**src/rtl/core/itp_pkg.sv**
```systemverilog
// Shared constants, types and the precedence function of the infix-to-postfix converter.
package itp_pkg;

  localparam int unsigned STACK_DEPTH_DEF = 16;

  localparam logic [7:0] CH_PLUS  = 8'h2B;
  localparam logic [7:0] CH_MINUS = 8'h2D;
  localparam logic [7:0] CH_MUL   = 8'h2A;
  localparam logic [7:0] CH_DIV   = 8'h2F;
  localparam logic [7:0] CH_MOD   = 8'h25;
  localparam logic [7:0] CH_POW   = 8'h5E;
  localparam logic [7:0] CH_LPAR  = 8'h28;
  localparam logic [7:0] CH_RPAR  = 8'h29;
  localparam logic [7:0] CH_TERM  = 8'h00;

  localparam logic [1:0] PREC_NONE = 2'd0;
  localparam logic [1:0] PREC_ADD  = 2'd1;
  localparam logic [1:0] PREC_MUL  = 2'd2;
  localparam logic [1:0] PREC_POW  = 2'd3;

  // Stack command from the sequencer to the stack unit.
  typedef struct packed {
    logic       push;
    logic       pop;
    logic       clear;
    logic       rd_en;
    logic [7:0] wdata;
  } stk_ctrl_t;

  function automatic logic [1:0] prec_of(input logic [7:0] ch);
    logic [1:0] p;
    unique case (ch)
      CH_PLUS, CH_MINUS:        p = PREC_ADD;
      CH_MUL, CH_DIV, CH_MOD:   p = PREC_MUL;
      CH_POW:                   p = PREC_POW;
      default:                  p = PREC_NONE;
    endcase
    return p;
  endfunction

endpackage

```
**src/rtl/core/itp_stack.sv**
```systemverilog
// Operator stack: memory with a registered read port at the top entry and the entry count.
module itp_stack import itp_pkg::*; #(
  parameter int unsigned DEPTH = STACK_DEPTH_DEF,
  localparam int unsigned TW   = $clog2(DEPTH + 1),
  localparam int unsigned AW   = $clog2(DEPTH)
) (
  input  logic          clk_i,
  input  logic          rst_ni,
  input  stk_ctrl_t     ctrl_i,
  output logic [TW-1:0] top_o,
  output logic          empty_o,
  output logic          full_o,
  output logic [7:0]    rd_data_o
);

  logic [7:0]    mem [DEPTH];
  logic [TW-1:0] top_q, top_d;
  logic [TW-1:0] top_m1;
  logic [7:0]    rd_q;

  assign top_m1    = top_q - TW'(1);
  assign empty_o   = (top_q == '0);
  assign full_o    = (top_q == TW'(DEPTH));
  assign top_o     = top_q;
  assign rd_data_o = rd_q;

  always_comb begin
    top_d = top_q;
    if (ctrl_i.clear) begin
      top_d = '0;
    end else if (ctrl_i.push && !full_o) begin
      top_d = top_q + TW'(1);
    end else if (ctrl_i.pop && !empty_o) begin
      top_d = top_m1;
    end
  end

  always_ff @(posedge clk_i or negedge rst_ni) begin
    if (!rst_ni) begin
      top_q <= '0;
    end else begin
      top_q <= top_d;
    end
  end

  always_ff @(posedge clk_i) begin
    if (ctrl_i.push && !full_o) begin
      mem[top_q[AW-1:0]] <= ctrl_i.wdata;
    end
  end

  always_ff @(posedge clk_i) begin
    if (ctrl_i.rd_en && !empty_o) begin
      rd_q <= mem[top_m1[AW-1:0]];
    end
  end

endmodule

```
**src/rtl/core/infix_to_postfix_converter.sv**
```systemverilog
// Top level of the shunting-yard infix-to-postfix converter: sequencer and output register.
//
// Channel   Dir  tdata           tlast          tuser
// s_axis    in   symbol[7:0]     end_of_expr    -
// m_axis    out  out_symbol[7:0] last_of_expr   stack_fault
//
// An operand goes to S_EMIT and '(' is pushed in S_IDLE; an operator or ')' passes S_READ
// and S_CHECK for every look at the stack top, because each look at the stack top goes
// through the registered read port of the stack memory.
// The end-of-expression flush pops every stacked entry, looks once more at the empty
// stack and then sends the terminator from S_TERM.
// After reset the stack is empty and the fault flag is clear; no clearing pass is needed.
// A stalled output holds its word; the sequencer waits when it has a word to load, but S_IDLE still accepts input.
module infix_to_postfix_converter import itp_pkg::*; #(
  parameter int unsigned STACK_DEPTH = STACK_DEPTH_DEF,
  localparam int unsigned TW         = $clog2(STACK_DEPTH + 1)
) (
  input  logic       clk_i,
  input  logic       rst_ni,
  input  logic       s_axis_tvalid_i,
  output logic       s_axis_tready_o,
  input  logic [7:0] s_axis_tdata_i,   // [7:0] symbol
  input  logic       s_axis_tlast_i,
  output logic       m_axis_tvalid_o,
  input  logic       m_axis_tready_i,
  output logic [7:0] m_axis_tdata_o,   // [7:0] out_symbol
  output logic       m_axis_tlast_o,
  output logic       m_axis_tuser_o    // [0] stack_fault
);

  typedef enum logic [4:0] {
    S_IDLE  = 5'b00001,
    S_READ  = 5'b00010,
    S_CHECK = 5'b00100,
    S_EMIT  = 5'b01000,
    S_TERM  = 5'b10000
  } state_e;

  state_e        state_q, state_d;
  logic [7:0]    sym_q, sym_d;
  logic          last_q, last_d;
  logic          flush_q, flush_d;
  logic          fault_q, fault_d;
  stk_ctrl_t     ctrl;
  logic [TW-1:0] stk_top;
  logic          stk_empty, stk_full;
  logic [7:0]    stk_rd;

  logic          out_valid_q;
  logic [7:0]    out_data_q;
  logic          out_last_q, out_fault_q;
  logic          out_free;
  logic          ld;
  logic [7:0]    ld_data;
  logic          ld_last;

  itp_stack #(.DEPTH(STACK_DEPTH)) u_stack (
    .clk_i     (clk_i),
    .rst_ni    (rst_ni),
    .ctrl_i    (ctrl),
    .top_o     (stk_top),
    .empty_o   (stk_empty),
    .full_o    (stk_full),
    .rd_data_o (stk_rd)
  );

  assign out_free        = !out_valid_q || m_axis_tready_i;
  assign s_axis_tready_o = (state_q == S_IDLE);
  assign m_axis_tvalid_o = out_valid_q;
  assign m_axis_tdata_o  = out_data_q;
  assign m_axis_tlast_o  = out_last_q;
  assign m_axis_tuser_o  = out_fault_q;

  always_comb begin
    state_d = state_q;
    sym_d   = sym_q;
    last_d  = last_q;
    flush_d = flush_q;
    fault_d = fault_q;
    ctrl    = '0;
    ld      = 1'b0;
    ld_data = CH_TERM;
    ld_last = 1'b0;
    unique case (state_q)
      S_IDLE: begin
        if (s_axis_tvalid_i) begin
          sym_d   = s_axis_tdata_i;
          last_d  = s_axis_tlast_i;
          flush_d = 1'b0;
          if ((prec_of(s_axis_tdata_i) != PREC_NONE) || (s_axis_tdata_i == CH_RPAR)) begin
            state_d = S_READ;
          end else if (s_axis_tdata_i == CH_LPAR) begin
            if (stk_full) begin
              fault_d = 1'b1;
            end else begin
              ctrl.push  = 1'b1;
              ctrl.wdata = s_axis_tdata_i;
            end
            if (s_axis_tlast_i) begin
              flush_d = 1'b1;
              state_d = S_READ;
            end
          end else begin
            state_d = S_EMIT;
          end
        end
      end
      S_READ: begin
        ctrl.rd_en = !stk_empty;
        state_d    = S_CHECK;
      end
      S_CHECK: begin
        // Either pop the top into the output or finish the character; during the flush, finish by going to S_TERM.
        if (flush_q) begin
          if (!stk_empty) begin
            if (out_free) begin
              ld       = 1'b1;
              ld_data  = stk_rd;
              ctrl.pop = 1'b1;
              state_d  = S_READ;
            end
          end else begin
            state_d = S_TERM;
          end
        end else if ((sym_q == CH_RPAR) ? (!stk_empty && stk_rd != CH_LPAR)
                     : (!stk_empty && prec_of(stk_rd) >= prec_of(sym_q))) begin
          if (out_free) begin
            ld       = 1'b1;
            ld_data  = stk_rd;
            ctrl.pop = 1'b1;
            state_d  = S_READ;
          end
        end else begin
          if (sym_q == CH_RPAR) begin
            if (!stk_empty) begin
              ctrl.pop = 1'b1;
            end else begin
              fault_d = 1'b1;
            end
          end else if (stk_full) begin
            fault_d = 1'b1;
          end else begin
            ctrl.push  = 1'b1;
            ctrl.wdata = sym_q;
          end
          if (last_q) begin
            flush_d = 1'b1;
            state_d = S_READ;
          end else begin
            state_d = S_IDLE;
          end
        end
      end
      S_EMIT: begin
        if (out_free) begin
          ld      = 1'b1;
          ld_data = sym_q;
          if (last_q) begin
            flush_d = 1'b1;
            state_d = S_READ;
          end else begin
            state_d = S_IDLE;
          end
        end
      end
      S_TERM: begin
        if (out_free) begin
          ld         = 1'b1;
          ld_data    = CH_TERM;
          ld_last    = 1'b1;
          fault_d    = 1'b0;
          ctrl.clear = 1'b1;
          state_d    = S_IDLE;
        end
      end
      default: begin
        state_d = S_IDLE;
      end
    endcase
  end

  always_ff @(posedge clk_i or negedge rst_ni) begin
    if (!rst_ni) begin
      state_q     <= S_IDLE;
      flush_q     <= 1'b0;
      fault_q     <= 1'b0;
      out_valid_q <= 1'b0;
    end else begin
      state_q <= state_d;
      flush_q <= flush_d;
      fault_q <= fault_d;
      if (ld) begin
        out_valid_q <= 1'b1;
      end else if (m_axis_tready_i) begin
        out_valid_q <= 1'b0;
      end
    end
  end

  always_ff @(posedge clk_i) begin
    sym_q  <= sym_d;
    last_q <= last_d;
    if (ld) begin
      out_data_q  <= ld_data;
      out_last_q  <= ld_last;
      out_fault_q <= fault_q;
    end
  end

  a_term_zero: assert property (@(posedge clk_i) disable iff (!rst_ni)
    (m_axis_tvalid_o && m_axis_tlast_o) |-> (m_axis_tdata_o == CH_TERM))
    else $error("terminator word carries a nonzero symbol");

  a_top_bound: assert property (@(posedge clk_i) disable iff (!rst_ni)
    stk_top <= TW'(STACK_DEPTH))
    else $error("stack count beyond depth");

  a_term_clears: assert property (@(posedge clk_i) disable iff (!rst_ni)
    (state_q == S_TERM && out_free) |=> (!fault_q && stk_top == '0))
    else $error("fault flag or stack not cleared after terminator");

  a_busy_after_accept: assert property (@(posedge clk_i) disable iff (!rst_ni)
    (s_axis_tvalid_i && s_axis_tready_o && s_axis_tdata_i != CH_LPAR) |=> !s_axis_tready_o)
    else $error("input taken again while a character is in work");

  a_no_load_over_pending: assert property (@(posedge clk_i) disable iff (!rst_ni)
    (out_valid_q && !m_axis_tready_i) |-> !ld)
    else $error("output word overwritten while stalled");

endmodule
```
**config.mk**
```make
export PLATFORM = sky130hd
export DESIGN_NAME = infix_to_postfix_converter
export DESIGN_NICKNAME = d
export VERILOG_FILES = /design/src/rtl/core/itp_pkg.sv /design/src/rtl/core/itp_stack.sv /design/src/rtl/core/infix_to_postfix_converter.sv
export SDC_FILE = /design/constraint.sdc
export NUM_CORES = 1
export LEC_CHECK = 0
export ABC_AREA = 1
export BUFFER_PORTS_ARGS = -buffer_cell sky130_fd_sc_hd__buf_4
export CORE_ASPECT_RATIO = 0.9
export CORE_MARGIN = 8
export CORE_UTILIZATION = 36
export CTS_BUF_LIST = sky130_fd_sc_hd__clkbuf_8 sky130_fd_sc_hd__clkbuf_16
export DETAILED_ROUTE_END_ITERATION = 10
export GPL_TIMING_DRIVEN = 0
export SLEW_MARGIN = 20
export SYNTH_ARGS = -nofsm -noshare
export SYNTH_HDL_FRONTEND = slang
export SYNTH_SLANG_ARGS = --single-unit
```
**constraint.sdc**
```tcl
create_clock -name clk_i -period 3.45 [get_ports clk_i]
set_input_delay 0.69 -clock clk_i [delete_from_list [all_inputs] [get_ports clk_i]]
set_output_delay 0.69 -clock clk_i [all_outputs]
set_load 0.1 [all_outputs]
```
-- Word-level counts from Yosys, hierarchy flattened
Memories as Yosys holds them, arrays and structs flattened. A register that Yosys moved wholly into a read port is not among the register bits.
Cells that the tools add are included.
- add/sub/neg operators: 2
- order comparisons: 1
- eq/ne operators: 38
- mux-type cells: 84
- reduce and logical (&&, ||, !) cells: 27
- operators with widths (operator ; number):
    $eq A8 B6 Y1 const B ; 18
    $mux W8 ; 13
    $mux W5 ; 13
    $mux W1 ; 41
    $pmux W8 S2 ; 2
    $pmux W5 S5 ; 1
    $eq A8 B7 Y1 const B ; 3
    $pmux W2 S3 ; 3
    $mux W2 ; 7
    $ne A2 B2 Y1 const B ; 7
    $eq A5 B5 Y1 const B ; 2
    $reduce_bool A3 Y1 ; 3
    $reduce_or A3 Y1 ; 3
    $ne A8 B6 Y1 const B ; 1
    $reduce_and A4 Y1 ; 2
    $reduce_and A8 Y1 ; 1
    $reduce_or A2 Y1 ; 4
    $pmux W1 S3 ; 2
    $add A5 B1 Y5 const B ; 1
    $eq A5 B1 Y1 const B ; 1
    $eq A5 B2 Y1 const B ; 1
    $eq A5 B3 Y1 const B ; 1
    $eq A5 B4 Y1 const B ; 1
    $logic_and A1 B1 Y1 ; 5
    11 further kinds ; 16
- register bits after elaboration: 32
- bits in writable memories: 128
- input port bits: 13
- output and inout bits: 12
- logic and storage cells: 163
- memories kept: 1
- memories (memory ; words ; width ; rd ports ; clocked after memory_dff ; write ports ; line ; text):
    u_stack.mem ; 16 ; 8 ; 1 ; 1 ; 1 ; itp_stack.sv:16 ; logic [7:0] mem [DEPTH];

-- Longest topological paths before layout
Gate-level depths: netlist of the first run.
- depth in word-level cells: 15
- depth in mapped cells: 19
- gate-level depth less buffers: 19

-- Cells and area by module
From an unflattened synthesis of the first run, not the netlist that was laid out.
- cell total of the unflattened synthesis: 732
- area total of the unflattened synthesis: 7723.7 µm²
- modules (own cells, without submodules) (module ; times used ; cells an instance ; area each (µm²)):
    itp_stack ; 1 ; 494 ; 5921.9
    infix_to_postfix_converter ; 1 ; 238 ; 1801.7

-- Worst setup path after synthesis of the first run
Ideal clock, no wire load.
- path type: reg2reg
- start point: reg sym_q[0]
- end point: mem u_stack.mem[0][3] (data pin)
- library setup time: 0.330 ns
- arrival time: 2.589 ns
- slack: 0.531 ns
- stages on the path, launching flop included: 14
- clock period less this slack: 2.919 ns
- path through: edfxtp_1 -> nor2_1 -> nand3_1 -> nor4_1 -> o21bai_1 -> ha_1 -> inv_1 -> nand2_1 -> a21oi_1 -> nand2_2 -> nand3_4 -> nand2_4 -> buf_6 -> o21ai_0
- RTL lines (what ; line ; text):
    from (decl) ; infix_to_postfix_converter.sv:40 ; logic [7:0] sym_q, sym_d;
    from (signal assigned) ; infix_to_postfix_converter.sv:201 ; sym_q <= sym_d;
    to (decl) ; itp_stack.sv:16 ;

==> results of run 1 <==
[repair_timing]
| item | CTS | global route |
|---|---|---|
| resized for setup | 1 | 15 |
| gates cloned | 0 | 0 |
| endpoints found under the setup margin | 16 | 112 |
[layer usage]
metal	track usage, %	share of wire [%]	up-vias
met4	4.34	1.8	0
met1	20.3	44	2546
met5	0	0	-
met3	3.71	9.7	24
li1	-	-	2538
met2	22.2	44	239
[power by group]
part / total, mW / switching [mW] / internal (mW)
registers: 2.51 / 0.108 / 2.41
clock network: 1.84 / 0.788 / 1.05
logic: 2.82 / 2.03 / 0.794
[path summary, 6_finish.rpt]
| path | end | slack (ps) | cells after the start |
|---|---|---|---|
| max | u_stack.mem[5][7] | 230 | 14 |
| min | u_stack.top_o[2] | 100 | 1 |
| max reg2reg | u_stack.mem[5][7] | 230 | 14 |
| min reg2reg | m_axis_tuser_o | 480 | 0 |
| max in group asynchronous | state_q[0] | 3110 | 1 |
| min in group clk_i | sym_q[7] | 450 | 1 |
[critical path: cells and delay by family (launching register included)]
kind	cells	cell delay, ps
and+or+nand+nor	8	1470
buffers and inverters	3	300
adders and majority gates	1	250
AOI/OAI and AO/OA	2	400
DFF	1	470
[metrics by stage]
stage | power [mW] | area (sq um) | std cells | setup TNS (ps)
after floorplan | 4.47 | 7620 | 690 | 0
after global placement | 5.31 | 8160 | 1000 | -36230
after detailed placement | 5.31 | 8190 | 1001 | -577
after CTS | 7.14 | 8760 | 1032 | 0
after global routing | 7.53 | 8790 | 1032 | 0
final | 7.18 | 8790 | 1032 | 0
[cell families after synthesis]
logic type / after synthesis / share of synthesized area [%]
AOI/OAI and AO/OA: 157 / 11.6
xor gates and xnor gates: 6 / 0.788
adders and majority gates: 7 / 1.15
buffers and inverters: 81 / 4.46
DFF: 168 / 65.3
and+or+nand+nor: 271 / 16.7
[cell usage after synthesis (all sizes together), types with 9 or more instances]
master,n,area (sq um)
nand2,85,363
o21ai,95,475
edfxtp,155,4650
nor2,136,591
a21oi,16,80.1
buf,13,81.3
o221ai,9,78.8
clkbuf,15,56.3
dfrtp,12,300
nand3,36,198
inv,51,194
o22ai,23,144
[layout make-up]
cell class	count	area, sq um
Clock buffer	17	425
Clock inverter	14	136
Sequential cell	168	4980
Timing Repair Buffer	25	191
Multi-Input combinational cell	441	2360
Fill cell	2002	12000
Inverter	53	203
Buffer	28	138
Tap cell	286	358
[state kept, by name, indices dropped and copies added, names as in the netlist]
register / flops
flush_q: 1
m_axis_tuser_o: 1
m_axis_tlast_o: 1
u_stack.mem: 128
last_q: 1
u_stack.top_o: 5
sym_q: 8
u_stack.rd_data_o: 8
m_axis_tvalid_o: 1
fault_q: 1
m_axis_tdata_o: 8
state_q: 5
==> metrics.txt, run 1 <==
YS warnings=0; die height=154 um; syn nets=710; final worst path period need=3220 ps; Global Route Usage Sum=14.6%; Leak Pwr=2.95 nW; effective utilization at floorplan=36.7%; number of nets in the layout=754; RSZ-0062 raised after global routing=no; CTS H-tree depth=4; Root Buffer=clkbuf_16; gp weighted congestion=0.854; share of cells above drive strength 1=16.2%; CTS clock-pin slew for the worst setup and hold paths=70 ps; hold slack final=102 ps; final core utilization=42.3%; VDD IR max=363 uV; CP Launch Type=flip-flop; outcome=complete, no violations; Hold Buf Count CTS=0; clock skew=13.0 ps; Ant. Diodes=0; worst slew pin tran=948 ps; IO Pins=25; Post-DP HPWL=13.1 mm; Post-synth EDFFs=155; Max Slew Vio Count=0; chip width=169 um; HP Class=in -> async; Worst Setup End Kind=flip-flop; Place WS=-36.8 ps; Max Cap Viol=0; CP startpoint=sym_q[1]; CTS tree=built; most common cell after layout, fill and taps aside=edfxtp_1; Area growth syn-to-layout=15.4%; Data required, critical path=3550 ps; register bit total from synthesis=168; post-synth cell types=45; f_max=311 MHz; CTS sink cnt=168; total CTS buffers=17; FP Rows=50; Synth Flop Type=edfxtp_1; final number of hold-violating endpoints=0; Die ar.=26100 sq um; Pwr Density=816 nW/um^2; Pre-antenna DRT Iters=6; final WL=18.8 mm; vias in the first global route=5062; Worst EP arrival=3320 ps; Cells after Synth=690; ys async rst share=7.74%; initial antenna violation count=0; port bufs=24; final worst-path cycle share=93.3%; crit path cell chain=inv_2 > nor2_1 > nand3_1 > nor4_1 > o21bai_1 > ha_1 > inv_1 > nand2_1 > a21oi_1 > nand2_2 > nand3_4 > nand2_4 > buf_6 > nor2_2; worst r2r src=sym_q[1]; ANT nets after route=0; Core ar.=20800 sq um; Starting DRT DRC Count=613; DR vias/cell=5.18; slew margin rel.=36.8%; sequential fraction of the synthesis area=65.3%; largest net degree at the start of global routing=17; clk_lat worst skew=430 ps; DRC=0; first-pass GRT wire length=29.1 mm; Via Count=5347; Longest Clk Path Bufs=2; postcts setup bufs=0; max incr delay on CP=660 ps; final setup violating endpoints=0; Worst Setup Slack, final=231 ps; CP max-delay cell=nor2_2; Crit Path Class=reg -> reg; Mean Syn Cell Area=11.0 sq um; mapped cell area=7620 sq um; worst-path fanout max=16; DR WL/cell=18.3 um; most frequent cells in the layout=edfxtp_1, nor2_1, o21ai_0; GRT overflow=0
(Power assumes the default switching activity.)
==> run 2: changes to the inputs <==
--- a/config.mk
+++ b/config.mk
@@ -13,6 +13,7 @@
 export CTS_BUF_LIST = sky130_fd_sc_hd__clkbuf_8 sky130_fd_sc_hd__clkbuf_16
 export DETAILED_ROUTE_END_ITERATION = 10
 export GPL_TIMING_DRIVEN = 0
+export PLACE_DENSITY = 0.54
 export SLEW_MARGIN = 20
 export SYNTH_ARGS = -nofsm -noshare
 export SYNTH_HDL_FRONTEND = slang
==> run 2 against run 1 <==
Wire length rose by 4.1%. Worst hold slack lost 10 ps. Sequential power is essentially flat. Global-route usage is 0.74 points higher. Register-to-register slack lost 210 ps. Final cell count increased by 0.19%. Clock skew fell by 3.9 ps. Combinational power grew 2%. Sequential share of layout area hardly changed. First-iteration DRC count grew 3.8%. Critical path depth stayed put. Cell area is essentially flat. Critical endpoint is now u_stack.mem[14][3].
==> metrics.txt, run 2 (synthesis gave the netlist of run 1 again) <==
worst-path fanout max=10; CTS sink cnt=168; CTS clock-pin slew for the worst setup and hold paths=70 ps; max incr delay on CP=640 ps; Pre-antenna DRT Iters=5; Longest Clk Path Bufs=2; filler cell count in the final layout=1990; clock skew=9.10 ps; outcome=complete, no violations; Worst EP arrival=3490 ps; final worst-path cycle share=99.4%; gp weighted congestion=0.865; final worst path period need=3430 ps; final number of hold-violating endpoints=0; Via Count=5393; share of cells above drive strength 1=16.2%; final setup violating endpoints=0; Pwr Density=807 nW/um^2; hold slack final=91.4 ps; Core ar.=20800 sq um; most frequent cells in the layout=edfxtp_1, nor2_1, o21ai_0; R2R depth=14; number of nets in the layout=755; Worst Path Buf+Inv=1; RSZ-0062 raised after global routing=yes; port bufs=24; Worst Setup End Kind=flip-flop; Max Cap Viol=0; Ant. Diodes=0; CTS H-tree depth=4; worst slew pin tran=1010 ps; largest net degree at the start of global routing=17; crit path cell chain=nor2_1 > nand3_1 > nor4_1 > o21bai_1 > ha_1 > inv_1 > nand2_1 > a21oi_1 > nand2_2 > nand3_4 > nand2_4 > nand2_8 > nand2_1 > nor2_1; chip width=169 um; initial antenna violation count=0; Die ar.=26100 sq um; f_max=292 MHz; DR vias/cell=5.22; Data required, critical path=3510 ps; Starting DRT DRC Count=636; first-pass GRT wire length=30.4 mm; most common cell after layout, fill and taps aside=edfxtp_1; DR WL/cell=19.0 um; GRT overflow=0; effective utilization at floorplan=36.7%; Leak Pwr=2.95 nW; CP Launch Type=flip-flop; FP Rows=50; Crit Path Class=reg -> reg; Worst R2R End=u_stack.mem[14][3]; ANT nets after route=0; IO Pins=25; delay-heaviest family, CP=simple AND/OR/NAND/NOR gates; max reg flops=128; Max Slew Vio Count=0; Area growth syn-to-layout=15.4%; FF-to-FF setup slack=20 ps; Root Buffer=clkbuf_16; clk_lat worst skew=430 ps; HP Class=in -> async; final WL=19.6 mm; CTS tree=built; worst r2r src=sym_q[0]; total CTS buffers=17; slew margin rel.=32.8%; Post-DP HPWL=13.7 mm; final setup TNS=0 ps; CP max-delay cell=nor2_1; VDD IR max=273 uV; die height=154 um; Global Route Usage Sum=15.4%; vias in the first global route=5386; DRC=0
==> run 2: layer usage <==
| layer | GRT usage (%) | wire [um] | vias to the layer above |
|---|---|---|---|
| li1 | - | - | 2536 |
| met1 | 21.6 | 9320 | 2666 |
| met2 | 23.1 | 8850 | 173 |
| met3 | 3.89 | 1170 | 18 |
| met4 | 4.59 | 287 | 0 |
| met5 | 0 | 0 | - |
==> run 2: layout make-up <==
| cell class | count | area [sq um] | share of cell area, % |
|---|---|---|---|
| clock buffers | 17 | 425 | 4.83 |
| inverters | 53 | 203 | 2.30 |
| clock inverters | 15 | 105 | 1.19 |
| plain buffers | 28 | 138 | 1.56 |
| flip-flops and latches | 168 | 4980 | 56.6 |
| well taps | 286 | 358 | 4.07 |
| repair buffers | 26 | 210 | 2.39 |
| multi-input cells | 441 | 2380 | 27.0 |
==> run 2: worst max-delay path by stage <==
stage / cells past startpoint / startpoint / endpoint
floorplan: 13 / sym_q[0] / u_stack.mem[0][3]
global placement: 13 / sym_q[0] / u_stack.mem[13][5]
detailed placement: 13 / sym_q[0] / u_stack.mem[9][7]
CTS: 13 / sym_q[0] / u_stack.mem[5][6]
global route: 15 / sym_q[1] / u_stack.mem[6][1]
finish: 14 / sym_q[0] / u_stack.mem[14][3]
==> run 2: repair_timing <==
item                                    4_1_cts  5_1_grt
gates cloned                                  0        0
pin swaps                                     0        0
hold buffers                                  0        0
setup buffers                                 0        0
resized for setup                             3       16
endpoints found under the setup margin       40      192
endpoints found under the hold margin         0        0
==> run 2: metrics by stage <==
step | power (mW) | util (%) | setup WS (ps) | instances | area, sq um
after floorplan | 4.47 | - | 531 | 690 | 7620
after global placement | 5.33 | 39.3 | -1240 | 1000 | 8160
after detailed placement | 5.37 | 39.5 | -109 | 1002 | 8210
after CTS | 7.08 | 42.1 | 36.1 | 1034 | 8740
after global routing | 7.47 | 42.4 | -240 | 1034 | 8800
final | 7.10 | 42.4 | 22.3 | 1034 | 8800
==> run 2: power by group <==
part	internal (mW)	total (mW)	switching (mW)
logic	0.794	2.87	2.08
clock network	0.919	1.72	0.799
registers	2.41	2.51	0.106
